`config.mk`:
```
export PLATFORM = sky130hd
export DESIGN_NAME = radio_node_search_ping_power_ramp_core_flat
export DESIGN_NICKNAME = d
export VERILOG_FILES = /design/src/rnsp_pkg.sv /design/src/rnsp_if.sv /design/src/rnsp_node_table.sv /design/src/rnsp_exchange.sv /design/src/radio_node_search_ping_power_ramp_core.sv /design/src/flat_wrapper.sv
export SDC_FILE = /design/constraint.sdc
export NUM_CORES = 1
export LEC_CHECK = 0
export BUFFER_PORTS_ARGS = -buffer_cell sky130_fd_sc_hd__buf_2
export CAP_MARGIN = 10
export CORE_MARGIN = 2
export CORE_UTILIZATION = 57
export DETAILED_ROUTE_END_ITERATION = 8
export PLACE_DENSITY = 0.77
export SYNTH_ARGS = -nofsm -noshare
export SYNTH_HDL_FRONTEND = slang
export SYNTH_HIERARCHICAL = 1
export SYNTH_SLANG_ARGS = --single-unit
```
`constraint.sdc`:
```
create_clock -name clk -period 7.05 [get_ports clk]
set_clock_uncertainty 0.1 [all_clocks]
set_input_delay 0.705 -clock clk [delete_from_list [all_inputs] [get_ports clk]]
set_output_delay 0.705 -clock clk [all_outputs]
set_load 0.005 [all_outputs]
```
`src/rnsp_pkg.sv`:
```
// ----------------------------------------------------------------------------
// rnsp_pkg
// Shared types, codes and sizes for the node search / ping power ramp block.
// ----------------------------------------------------------------------------
package rnsp_pkg;

  localparam int NODE_COUNT = 32;
  localparam int NODE_W     = (NODE_COUNT > 1) ? $clog2(NODE_COUNT) : 1;

  localparam int CFG_IDX_W  = 3;
  localparam int CFG_DATA_W = 16;

  // configuration register indexes
  localparam logic [CFG_IDX_W-1:0] CFG_REPLY_WAIT   = 3'd0;
  localparam logic [CFG_IDX_W-1:0] CFG_LOWEST_PWR   = 3'd1;
  localparam logic [CFG_IDX_W-1:0] CFG_HIGHEST_PWR  = 3'd2;
  localparam logic [CFG_IDX_W-1:0] CFG_DESIRED_RSSI = 3'd3;
  localparam logic [CFG_IDX_W-1:0] CFG_ADDR_OFFSET  = 3'd4;

  // operation codes
  localparam logic [2:0] OP_START_SEARCH = 3'd0;
  localparam logic [2:0] OP_START_PING   = 3'd1;
  localparam logic [2:0] OP_TICK         = 3'd2;
  localparam logic [2:0] OP_REPLY        = 3'd3;
  localparam logic [2:0] OP_SET_COMMAND  = 3'd4;

  typedef logic [NODE_W-1:0] node_idx_t;

  typedef struct packed {
    logic [15:0]        reply_wait_ticks;
    logic [7:0]         lowest_power_level;
    logic [7:0]         highest_power_level;
    logic signed [7:0]  desired_rssi_dbm;
    logic [7:0]         node_address_offset;
  } cfg_t;

  typedef struct packed {
    logic [2:0]         operation;
    logic [4:0]         node_index;
    logic [7:0]         command_byte;
    logic [7:0]         reply_power_level;
    logic signed [7:0]  reply_rssi_dbm;
  } in_item_t;

  typedef struct packed {
    logic       transmit;
    logic [7:0] tx_address;
    logic [7:0] tx_power_level;
    logic [7:0] tx_command;
    logic       radio_to_idle;
    logic       finished;
    logic [4:0] finished_index;
    logic       finished_online;
    logic       busy_res;
  } res_t;

  // node table write requests, one port per store
  typedef struct packed {
    logic       pwr_we;
    node_idx_t  pwr_idx;
    logic [7:0] pwr_val;
    logic       onl_we;
    node_idx_t  onl_idx;
    logic       onl_val;
    logic       cmd_we;
    node_idx_t  cmd_idx;
    logic [7:0] cmd_val;
  } tbl_wr_t;

endpackage

```
`src/rnsp_if.sv`:
```
// ----------------------------------------------------------------------------
// rnsp_in_if / rnsp_out_if
// Valid/ready channels for input items and result items.
// ----------------------------------------------------------------------------
interface rnsp_in_if;
  logic              valid;
  logic              ready;
  logic [2:0]        operation;
  logic [4:0]        node_index;
  logic [7:0]        command_byte;
  logic [7:0]        reply_power_level;
  logic signed [7:0] reply_rssi_dbm;

  modport source (output valid, output operation, output node_index, output command_byte,
                  output reply_power_level, output reply_rssi_dbm, input ready);
  modport sink   (input valid, input operation, input node_index, input command_byte,
                  input reply_power_level, input reply_rssi_dbm, output ready);
endinterface

interface rnsp_out_if;
  logic       valid;
  logic       ready;
  logic       transmit;
  logic [7:0] tx_address;
  logic [7:0] tx_power_level;
  logic [7:0] tx_command;
  logic       radio_to_idle;
  logic       finished;
  logic [4:0] finished_index;
  logic       finished_online;
  logic       busy_res;

  modport source (output valid, output transmit, output tx_address, output tx_power_level,
                  output tx_command, output radio_to_idle, output finished,
                  output finished_index, output finished_online, output busy_res,
                  input ready);
  modport sink   (input valid, input transmit, input tx_address, input tx_power_level,
                  input tx_command, input radio_to_idle, input finished,
                  input finished_index, input finished_online, input busy_res,
                  output ready);
endinterface

```
`src/rnsp_node_table.sv`:
```
// ----------------------------------------------------------------------------
// rnsp_node_table
// Per-node power level, online mark and command byte storage.
// ----------------------------------------------------------------------------
module rnsp_node_table (
  input  logic              clk,
  input  logic              rst_n,
  input  rnsp_pkg::tbl_wr_t wr,
  input  rnsp_pkg::node_idx_t cur_idx,
  input  rnsp_pkg::node_idx_t cmd_idx,
  output logic [7:0]        cur_power,
  output logic              cur_online,
  output logic [7:0]        cmd_data
);
  import rnsp_pkg::*;

  logic [7:0] pwr_r [NODE_COUNT];
  logic       onl_r [NODE_COUNT];
  logic [7:0] cmd_r [NODE_COUNT];

  // power has no defined reset value
  always_ff @(posedge clk) begin
    if (wr.pwr_we) begin
      pwr_r[wr.pwr_idx] <= wr.pwr_val;
    end
  end

  always_ff @(posedge clk) begin
    if (!rst_n) begin
      for (int i = 0; i < NODE_COUNT; i++) begin
        onl_r[i] <= 1'b0;
        cmd_r[i] <= 8'd0;
      end
    end else begin
      if (wr.onl_we) begin
        onl_r[wr.onl_idx] <= wr.onl_val;
      end
      if (wr.cmd_we) begin
        cmd_r[wr.cmd_idx] <= wr.cmd_val;
      end
    end
  end

  assign cur_power  = pwr_r[cur_idx];
  assign cur_online = onl_r[cur_idx];
  assign cmd_data   = cmd_r[cmd_idx];

endmodule

```
`src/rnsp_exchange.sv`:
```
// ----------------------------------------------------------------------------
// rnsp_exchange
// Search / ping sequencer: exchange state, power update and result forming.
// ----------------------------------------------------------------------------
module rnsp_exchange (
  input  logic                 clk,
  input  logic                 rst_n,
  input  logic                 step,
  input  rnsp_pkg::in_item_t   item,
  input  rnsp_pkg::cfg_t       cfg,
  input  logic [7:0]           cur_power,
  input  logic                 cur_online,
  input  logic [7:0]           cmd_data,
  output rnsp_pkg::node_idx_t  cur_idx,
  output rnsp_pkg::node_idx_t  cmd_idx,
  output rnsp_pkg::tbl_wr_t    wr,
  output rnsp_pkg::res_t       res
);
  import rnsp_pkg::*;

  localparam logic [1:0] MODE_IDLE   = 2'd0;
  localparam logic [1:0] MODE_SEARCH = 2'd1;
  localparam logic [1:0] MODE_PING   = 2'd2;

  logic [1:0]  mode_r,  mode_nxt;
  logic        await_r, await_nxt;
  node_idx_t   cur_r,   cur_nxt;
  logic [15:0] wait_r,  wait_nxt;
  logic [7:0]  addr_r,  addr_nxt;
  logic [7:0]  tcmd_r,  tcmd_nxt;

  logic              idx_ok;
  node_idx_t         idx_n;
  logic signed [9:0] dlt;
  logic signed [9:0] quo;
  logic signed [9:0] np;
  logic [7:0]        new_pwr;
  logic [15:0]       wait_inc;
  logic              elapsed;
  logic              fin;

  assign idx_ok  = 32'(item.node_index) < 32'(NODE_COUNT);
  assign idx_n   = NODE_W'(item.node_index);
  assign cur_idx = cur_r;
  assign cmd_idx = idx_n;

  // power from the reply: level + (desired - measured) / 4, toward zero, clamped to lowest/highest
  always_comb begin
    dlt = {{2{cfg.desired_rssi_dbm[7]}}, cfg.desired_rssi_dbm}
        - {{2{item.reply_rssi_dbm[7]}}, item.reply_rssi_dbm};
    quo = dlt[9] ? ((dlt + 10'sd3) >>> 2) : (dlt >>> 2);
    np  = $signed({2'b00, item.reply_power_level}) + quo;
    priority if (np > $signed({2'b00, cfg.highest_power_level})) begin
      new_pwr = cfg.highest_power_level;
    end else if (np < $signed({2'b00, cfg.lowest_power_level})) begin
      new_pwr = cfg.lowest_power_level;
    end else begin
      new_pwr = np[7:0];
    end
  end

  assign wait_inc = (wait_r == 16'hFFFF) ? wait_r : wait_r + 16'd1;
  assign elapsed  = wait_inc >= cfg.reply_wait_ticks;

  always_comb begin
    mode_nxt  = mode_r;
    await_nxt = await_r;
    cur_nxt   = cur_r;
    wait_nxt  = wait_r;
    addr_nxt  = addr_r;
    tcmd_nxt  = tcmd_r;
    wr        = '0;
    res       = '0;
    fin       = 1'b0;

    if ((item.operation == OP_START_SEARCH || item.operation == OP_START_PING)
        && idx_ok) begin
      cur_nxt    = idx_n;
      mode_nxt   = (item.operation == OP_START_SEARCH) ? MODE_SEARCH : MODE_PING;
      await_nxt  = 1'b0;
      wait_nxt   = 16'd0;
      addr_nxt   = {3'b000, item.node_index} + cfg.node_address_offset;
      tcmd_nxt   = cmd_data;
      wr.onl_we  = 1'b1;
      wr.onl_idx = idx_n;
      wr.onl_val = 1'b0;
      if (item.operation == OP_START_SEARCH) begin
        wr.pwr_we  = 1'b1;
        wr.pwr_idx = idx_n;
        wr.pwr_val = cfg.lowest_power_level;
      end
    end else if (item.operation == OP_SET_COMMAND && idx_ok) begin
      wr.cmd_we  = 1'b1;
      wr.cmd_idx = idx_n;
      wr.cmd_val = item.command_byte;
    end else if (item.operation == OP_REPLY) begin
      wr.pwr_we  = 1'b1;
      wr.pwr_idx = cur_r;
      wr.pwr_val = new_pwr;
      wr.onl_we  = 1'b1;
      wr.onl_idx = cur_r;
      wr.onl_val = 1'b1;
    end else if (item.operation == OP_TICK && mode_r != MODE_IDLE) begin
      if (!await_r) begin
        res.transmit       = 1'b1;
        res.tx_address     = addr_r;
        res.tx_power_level = cur_power;
        res.tx_command     = tcmd_r;
        await_nxt          = 1'b1;
        wait_nxt           = 16'd0;
      end else begin
        wait_nxt = wait_inc;
        if (mode_r == MODE_PING) begin
          if (cur_online || elapsed) begin
            res.radio_to_idle = 1'b1;
            fin               = 1'b1;
          end
        end else if (cur_online) begin
          fin = 1'b1;
        end else if (elapsed) begin
          res.radio_to_idle = 1'b1;
          if (cur_power >= cfg.highest_power_level) begin
            fin = 1'b1;
          end else begin
            // step up one level and transmit again on the next tick
            wr.pwr_we  = 1'b1;
            wr.pwr_idx = cur_r;
            wr.pwr_val = cur_power + 8'd1;
            await_nxt  = 1'b0;
          end
        end
        if (fin) begin
          mode_nxt            = MODE_IDLE;
          res.finished        = 1'b1;
          res.finished_index  = 5'(cur_r);
          res.finished_online = cur_online;
        end
      end
    end

    res.busy_res = mode_nxt != MODE_IDLE;

    // hold everything when no transaction advances
    if (!step) begin
      wr = '0;
    end
  end

  always_ff @(posedge clk) begin
    if (!rst_n) begin
      mode_r  <= MODE_IDLE;
      await_r <= 1'b0;
      cur_r   <= '0;
      wait_r  <= 16'd0;
      addr_r  <= 8'd0;
      tcmd_r  <= 8'd0;
    end else if (step) begin
      mode_r  <= mode_nxt;
      await_r <= await_nxt;
      cur_r   <= cur_nxt;
      wait_r  <= wait_nxt;
      addr_r  <= addr_nxt;
      tcmd_r  <= tcmd_nxt;
    end
  end

  a_tx_sets_wait: assert property (@(posedge clk) disable iff (!rst_n)
    step && res.transmit |=> await_r && wait_r == 16'd0)
    else $error("transmit did not arm the reply wait");

  a_fin_goes_idle: assert property (@(posedge clk) disable iff (!rst_n)
    step && res.finished |=> mode_r == MODE_IDLE)
    else $error("exchange still active after finishing");

  a_tx_not_fin: assert property (@(posedge clk) disable iff (!rst_n)
    step |-> !(res.transmit && res.finished))
    else $error("transmit and finish in the same transaction");

  a_idle_no_tx: assert property (@(posedge clk) disable iff (!rst_n)
    step && mode_r == MODE_IDLE |-> !res.transmit && !res.finished)
    else $error("idle exchange produced activity");

endmodule

```
`src/radio_node_search_ping_power_ramp_core.sv`:
```
// ----------------------------------------------------------------------------
// radio_node_search_ping_power_ramp_core
// Hub-side poll exchange controller with per-node power ramping.
//
//   channel  dir  handshake      contents
//   in_ch    in   valid/ready    operation, node index, command, reply level/RSSI
//   out_ch   out  valid/ready    transmit request, finish report, busy
//   cfg_*    in   write enable   register index and write data, no read-back
//
// One transaction per cycle unless out_ch stalls; a taken input passes the input
// register and node table lookup into the result register that out_ch offers.
// The input side stays ready while the result register drains or is being taken.
// Reset is synchronous: exchange state, online marks and commands clear at once.
// A stalled out_ch holds its result and backs up into in_ch.ready.
// ----------------------------------------------------------------------------
module radio_node_search_ping_power_ramp_core (
  input  logic                                clk,
  input  logic                                rst_n,
  rnsp_in_if.sink                             in_ch,
  rnsp_out_if.source                          out_ch,
  input  logic                                cfg_we,
  input  logic [rnsp_pkg::CFG_IDX_W-1:0]      cfg_index,
  input  logic [rnsp_pkg::CFG_DATA_W-1:0]     cfg_wdata
);
  import rnsp_pkg::*;

  cfg_t     cfg_r;
  in_item_t in_q_r;
  logic     in_vld_r;
  res_t     out_q_r;
  logic     out_vld_r;

  logic      advance;
  res_t      res;
  tbl_wr_t   wr;
  node_idx_t cur_idx;
  node_idx_t cmd_idx;
  logic [7:0] cur_power;
  logic       cur_online;
  logic [7:0] cmd_data;

  always_ff @(posedge clk) begin
    if (!rst_n) begin
      cfg_r.reply_wait_ticks    <= 16'd100;
      cfg_r.lowest_power_level  <= 8'd0;
      cfg_r.highest_power_level <= 8'd15;
      cfg_r.desired_rssi_dbm    <= -8'sd80;
      cfg_r.node_address_offset <= 8'd100;
    end else if (cfg_we) begin
      unique case (cfg_index)
        CFG_REPLY_WAIT:   cfg_r.reply_wait_ticks    <= cfg_wdata;
        CFG_LOWEST_PWR:   cfg_r.lowest_power_level  <= cfg_wdata[7:0];
        CFG_HIGHEST_PWR:  cfg_r.highest_power_level <= cfg_wdata[7:0];
        CFG_DESIRED_RSSI: cfg_r.desired_rssi_dbm    <= cfg_wdata[7:0];
        CFG_ADDR_OFFSET:  cfg_r.node_address_offset <= cfg_wdata[7:0];
        default: ;
      endcase
    end
  end

  // process the held transaction when the result register has room
  assign advance     = in_vld_r && (!out_vld_r || out_ch.ready);
  assign in_ch.ready = !in_vld_r || advance;

  always_ff @(posedge clk) begin
    if (!rst_n) begin
      in_vld_r <= 1'b0;
    end else if (in_ch.ready) begin
      in_vld_r <= in_ch.valid;
    end
  end

  always_ff @(posedge clk) begin
    if (in_ch.valid && in_ch.ready) begin
      in_q_r.operation         <= in_ch.operation;
      in_q_r.node_index        <= in_ch.node_index;
      in_q_r.command_byte      <= in_ch.command_byte;
      in_q_r.reply_power_level <= in_ch.reply_power_level;
      in_q_r.reply_rssi_dbm    <= in_ch.reply_rssi_dbm;
    end
  end

  rnsp_node_table u_table (
    .clk        (clk),
    .rst_n      (rst_n),
    .wr         (wr),
    .cur_idx    (cur_idx),
    .cmd_idx    (cmd_idx),
    .cur_power  (cur_power),
    .cur_online (cur_online),
    .cmd_data   (cmd_data)
  );

  rnsp_exchange u_exchange (
    .clk        (clk),
    .rst_n      (rst_n),
    .step       (advance),
    .item       (in_q_r),
    .cfg        (cfg_r),
    .cur_power  (cur_power),
    .cur_online (cur_online),
    .cmd_data   (cmd_data),
    .cur_idx    (cur_idx),
    .cmd_idx    (cmd_idx),
    .wr         (wr),
    .res        (res)
  );

  always_ff @(posedge clk) begin
    if (!rst_n) begin
      out_vld_r <= 1'b0;
    end else if (advance) begin
      out_vld_r <= 1'b1;
    end else if (out_ch.ready) begin
      out_vld_r <= 1'b0;
    end
  end

  always_ff @(posedge clk) begin
    if (advance) begin
      out_q_r <= res;
    end
  end

  assign out_ch.valid           = out_vld_r;
  assign out_ch.transmit        = out_q_r.transmit;
  assign out_ch.tx_address      = out_q_r.tx_address;
  assign out_ch.tx_power_level  = out_q_r.tx_power_level;
  assign out_ch.tx_command      = out_q_r.tx_command;
  assign out_ch.radio_to_idle   = out_q_r.radio_to_idle;
  assign out_ch.finished        = out_q_r.finished;
  assign out_ch.finished_index  = out_q_r.finished_index;
  assign out_ch.finished_online = out_q_r.finished_online;
  assign out_ch.busy_res        = out_q_r.busy_res;

  a_fin_not_busy: assert property (@(posedge clk) disable iff (!rst_n)
    out_vld_r && out_q_r.finished |-> !out_q_r.busy_res)
    else $error("finished exchange still reported busy");

  a_tx_busy: assert property (@(posedge clk) disable iff (!rst_n)
    out_vld_r && out_q_r.transmit |-> out_q_r.busy_res)
    else $error("transmit without an active exchange");

  a_stall_holds: assert property (@(posedge clk) disable iff (!rst_n)
    in_vld_r && !advance |=> in_vld_r && $stable(in_q_r))
    else $error("held input transaction lost while stalled");

endmodule
```
`src/flat_wrapper.sv`:
```
// flat-port wrapper written by rule: the top's interface ports become plain ports
module radio_node_search_ping_power_ramp_core_flat import rnsp_pkg::*;
  (clk, rst_n, cfg_we, cfg_index, cfg_wdata, in_ch_valid, in_ch_operation, in_ch_node_index, in_ch_command_byte, in_ch_reply_power_level, in_ch_reply_rssi_dbm, in_ch_ready, out_ch_valid, out_ch_transmit, out_ch_tx_address, out_ch_tx_power_level, out_ch_tx_command, out_ch_radio_to_idle, out_ch_finished, out_ch_finished_index, out_ch_finished_online, out_ch_busy_res, out_ch_ready);
  rnsp_in_if in_ch_i ();
  rnsp_out_if out_ch_i ();
  input  logic clk;
  input  logic rst_n;
  input  logic cfg_we;
  input  logic [rnsp_pkg::CFG_IDX_W-1:0] cfg_index;
  input  logic [rnsp_pkg::CFG_DATA_W-1:0] cfg_wdata;
  input wire logic [$bits(in_ch_i.valid)-1:0] in_ch_valid;
  input wire logic [$bits(in_ch_i.operation)-1:0] in_ch_operation;
  input wire logic [$bits(in_ch_i.node_index)-1:0] in_ch_node_index;
  input wire logic [$bits(in_ch_i.command_byte)-1:0] in_ch_command_byte;
  input wire logic [$bits(in_ch_i.reply_power_level)-1:0] in_ch_reply_power_level;
  input wire logic [$bits(in_ch_i.reply_rssi_dbm)-1:0] in_ch_reply_rssi_dbm;
  output wire logic [$bits(in_ch_i.ready)-1:0] in_ch_ready;
  output wire logic [$bits(out_ch_i.valid)-1:0] out_ch_valid;
  output wire logic [$bits(out_ch_i.transmit)-1:0] out_ch_transmit;
  output wire logic [$bits(out_ch_i.tx_address)-1:0] out_ch_tx_address;
  output wire logic [$bits(out_ch_i.tx_power_level)-1:0] out_ch_tx_power_level;
  output wire logic [$bits(out_ch_i.tx_command)-1:0] out_ch_tx_command;
  output wire logic [$bits(out_ch_i.radio_to_idle)-1:0] out_ch_radio_to_idle;
  output wire logic [$bits(out_ch_i.finished)-1:0] out_ch_finished;
  output wire logic [$bits(out_ch_i.finished_index)-1:0] out_ch_finished_index;
  output wire logic [$bits(out_ch_i.finished_online)-1:0] out_ch_finished_online;
  output wire logic [$bits(out_ch_i.busy_res)-1:0] out_ch_busy_res;
  input wire logic [$bits(out_ch_i.ready)-1:0] out_ch_ready;
  assign in_ch_i.valid = in_ch_valid;
  assign in_ch_i.operation = in_ch_operation;
  assign in_ch_i.node_index = in_ch_node_index;
  assign in_ch_i.command_byte = in_ch_command_byte;
  assign in_ch_i.reply_power_level = in_ch_reply_power_level;
  assign in_ch_i.reply_rssi_dbm = in_ch_reply_rssi_dbm;
  assign in_ch_ready = in_ch_i.ready;
  assign out_ch_valid = out_ch_i.valid;
  assign out_ch_transmit = out_ch_i.transmit;
  assign out_ch_tx_address = out_ch_i.tx_address;
  assign out_ch_tx_power_level = out_ch_i.tx_power_level;
  assign out_ch_tx_command = out_ch_i.tx_command;
  assign out_ch_radio_to_idle = out_ch_i.radio_to_idle;
  assign out_ch_finished = out_ch_i.finished;
  assign out_ch_finished_index = out_ch_i.finished_index;
  assign out_ch_finished_online = out_ch_i.finished_online;
  assign out_ch_busy_res = out_ch_i.busy_res;
  assign out_ch_i.ready = out_ch_ready;
  radio_node_search_ping_power_ramp_core u_core (.clk(clk), .rst_n(rst_n), .in_ch(in_ch_i), .out_ch(out_ch_i), .cfg_we(cfg_we), .cfg_index(cfg_index), .cfg_wdata(cfg_wdata));
endmodule
```
==> reports/results.tsv <==
stage	metric	value	unit
routing	viasPerCell	6.16	
run	cap_violations	0	
timing	hold_viol_final	0	
yosys	synth-edff-count	578	
yosys	yosysSeqAreaShare	0.610	
layout	final_area	0.0362	mm²
yosys	async_flop_share	0	
routing	via_count	19600	
timing	final_max_slew_viol_count	0	
die	rows	87	
die	die_w	243	µm
timing	tightest_slew	1280	ps
layout	diodes	0	
die	initial_core_util	0.576	
routing	final_antenna_net_count	0	
place	dpl-instance-area	0.0338	mm²
layout	area_delta_synth_final	11.4	%
place	io_buffers	91	
global_routing	antenna_found_initial	0	
worst_setup_path	crit_type	register to register	
power	combPwrFrac	0.096	
die	coreArea	0.0564	mm²
timing	finalCritPeriodShare	0.951	
timing	setup_viol	0	
clock_tree	cts_sinks	700	
die	ios	92	
place	dp_hpwl	47700	µm
yosys	synthAdderAreaFrac	0.0257	
clock_tree	clk_latency	620	ps
worst_setup_path	cpMaxStageDelayCell	edfxtp_1	
yosys	synth_xor_xnor_area_share	0.0111	
power	switching_share	0.234	
layout	fillers	4066	
timing	slew_headroom	0.150	
clock_tree	cts_buffers	71	
clock_tree	cts_hold_buf	0	
power	p_leak	13.4	nW
routing	drc_errors	0	
place	routabilityCongestion	0.923	
clock_tree	clockRootBuffer	clkbuf_16	
global_routing	grt.total_usage	0.249	
clock_tree	cts_max_level	3	
worst_setup_path	endpoint_kind	register	
power	intPower	6.99	mW
worst_setup_path	critPathTopFamily	compound AO/OA/AOI/OAI gates	
power	powerDensity	252	mW/mm²
yosys	synthFlopType	edfxtp_1	
power	p_seq_frac	0.501	
yosys	syn-num-nets	2410	
global_routing	grt_start_max_net_pins	100	
yosys	syn_area	0.0325	mm²
global_routing	grt_pass1_wl	113000	µm
yosys	avgSynthCellArea	14.2	µm²
timing	layout_min_cycle_time	6700	ps
clock_tree	cts_max_path_buffers	3	
routing	wl	72300	µm
worst_setup_path	worst_ep_required_time	7380	ps
layout	fin_nets	2495	
worst_setup_path	cpPeakStageDelay	430	ps
routing	initialDrtViolationCount	2024	
clock_tree	cts_tree	built	
routing	wire_per_inst	22.7	µm
power	pwr-share-clk	0.403	
worst_setup_path	path_common_cell	ha_1	
yosys	synth_top_family_by_area	multiplexers	
die	dieArea	0.0589	mm²
worst_setup_path	cp-start-kind	register	
power	ir_drop	0.205	mV
worst_setup_path	cp_num_buf_inv	3	
yosys	synth_cell_types	76	
power	p_sw	2.13	mW
worst_setup_path	crit_path_max_fanout	32	
timing	fmax	149	MHz
yosys	syn_inst	2289	
run_status	outcome	finished, final reports clean	
yosys	synth_seq_cells	700	
yosys	synthMuxAreaShare	0.141	
timing	hold_ws	158	ps
die	die_h	243	µm
layout	drive_gt1_frac	0.213	
clock_tree	clk_pin_slew_worst_paths	60	ps
global_routing	grt_overflow	0	
yosys	synth_simple_gate_area_frac	0.127	
min_path	holdCritPathClass	input port to register	
yosys	yosysWarnings	6	
worst_setup_path	cp.arrival	7030	ps
routing	drt-pass1-iter-count	6	
yosys	synth_compound_area_frac	0.0587	
global_routing	grt_pass1_vias	19500	
through the flow:
step	std cells	setup slack, ps	util	total power [mW]	setup TNS [ps]
floorplan	2289	60.3	-	5.25	0
global placement	3050	351	0.600	5.47	0
detailed placement	3050	33.2	0.600	5.50	0
CTS	3180	243	0.640	9.17	0
global route	3187	-13.0	0.641	9.42	-27.7
finish	3187	347	0.641	9.12	0
cells by family after synthesis:
kind of cell,Yosys count
multiplexers,242
adder cells (fa/ha/maj),65
buffers and inverters,203
AND/OR/NAND/NOR,752
flip-flops,700
XOR/XNOR,41
AO/OA/AOI/OAI,286
timing repair:
item / CTS / global route
endpoints found under the setup margin: 8 / 224
pin swaps: 0 / 1
buffers inserted: 0 / 1
endpoints found under the hold margin: 0 / 0
resized for setup: 1 / 7
sequential cells by signal, indices dropped and copies added (netlist names):
name / flops
u_core/cfg_r: 48
u_core/out_ch.tx_command: 8
u_core/u_exchange/wait_r: 16
u_core/out_ch.busy_res: 1
u_core/u_exchange/cur_idx: 5
u_core/out_ch.finished: 1
u_core/u_table/onl_r: 32
u_core/out_ch.radio_to_idle: 1
u_core/u_exchange/await_r: 1
u_core/out_ch.tx_power_level: 8
u_core/u_exchange/mode_r: 2
u_core/out_ch.valid: 1
u_core/u_exchange/tcmd_r: 8
u_core/out_ch.finished_index: 5
u_core/u_table/pwr_r: 256
u_core/in_vld_r: 1
u_core/u_table/cmd_r: 256
u_core/out_ch.tx_address: 8
u_core/u_exchange/addr_r: 8
u_core/out_ch.finished_online: 1
u_core/in_q_r: 32
u_core/out_ch.transmit: 1
cell type report:
cell class	count	area, µm²	area share
repair buffers	161	1030	0.0284
inverters	54	203	0.00560
clock inverters	39	367	0.0101
well taps	756	946	0.0262
clock buffers	91	1890	0.0523
flip-flops and latches	700	19800	0.548
multi-input cells	1386	11900	0.330
synth_stat cells (13+ instances only):
| master | number | area (µm²) |
|---|---|---|
| a21boi_0 | 19 | 143 |
| a21oi_1 | 74 | 370 |
| mux4_2 | 170 | 3830 |
| nand3_1 | 23 | 115 |
| edfxtp_1 | 578 | 17400 |
| buf_1 | 16 | 60.1 |
| inv_1 | 54 | 203 |
| nand2_1 | 171 | 642 |
| nor2_1 | 92 | 345 |
| xnor2_1 | 32 | 280 |
| clkbuf_1 | 104 | 390 |
| ha_1 | 62 | 776 |
| nor3_1 | 16 | 80.1 |
| a22oi_1 | 15 | 113 |
| a31o_2 | 32 | 280 |
| dfxtp_1 | 122 | 2440 |
| and2_1 | 303 | 1900 |
| mux2i_1 | 54 | 541 |
| nor2b_1 | 55 | 344 |
| a21o_1 | 13 | 97.6 |
| mux2_2 | 18 | 203 |
| o21ai_0 | 67 | 335 |
| buf_4 | 15 | 113 |
power groups by stage:
stage	combinational, mW	clock, mW	sequential [mW]
floorplan	0.605	0	4.64
detailed placement	0.841	0	4.66
global route	0.947	3.90	4.58
finish	0.875	3.68	4.57
global placement	0.813	0	4.66
CTS	0.847	3.75	4.57
worst paths after layout:
path | cells after the start | startpoint | endpoint | slack, ps
setup reg to reg | 26 | u_core/in_q_r[1]$_DFFE_PP_ | u_core/u_table/pwr_r[13][7]$_DFFE_PP_ | 350
hold reg to reg | 2 | u_core/cfg_r[35]$_SDFFE_PN0P_ | u_core/cfg_r[35]$_SDFFE_PN0P_ | 360
hold / removal | 1 | in_ch_command_byte[4] | u_core/in_q_r[20]$_DFFE_PP_ | 160
setup / recovery | 26 | u_core/in_q_r[1]$_DFFE_PP_ | u_core/u_table/pwr_r[13][7]$_DFFE_PP_ | 350
metal layers:
metal  GRT usage  wire [µm]  up-vias  part of all wire
met5           0          0        -                 0
met4      0.0789       1970        0             0.027
met3      0.0404       5650      123             0.078
met2       0.399      34600      879              0.48
met1       0.352      30100     9875              0.42
li1            -          -     8745                 -
placed cells by master (no fill, tap or decap), types with 19 or more instances in the layout:
master and count:
a21boi_0 19, a21oi_1 70, a31o_2 32, and2_1 303, buf_2 94, buf_4 61
clkbuf_16 72, dfxtp_1 120, edfxtp_1 578, ha_1 62, inv_1 54, mux2i_1 54
mux4_2 170, nand2_1 171, nand3_1 23, nor2_1 92, nor2b_1 54, o21ai_0 61
xnor2_1 32
worst reg2reg max path: cells and delay by family (launching register included):
kind,cells,cell delay (ps)
buffers and inverters,3,500
flip-flops,1,430
adder cells (fa/ha/maj),3,830
AND/OR/NAND/NOR,7,1820
AO/OA/AOI/OAI,11,2470
XOR/XNOR,2,340
Power figures use the tool's default switching activity.
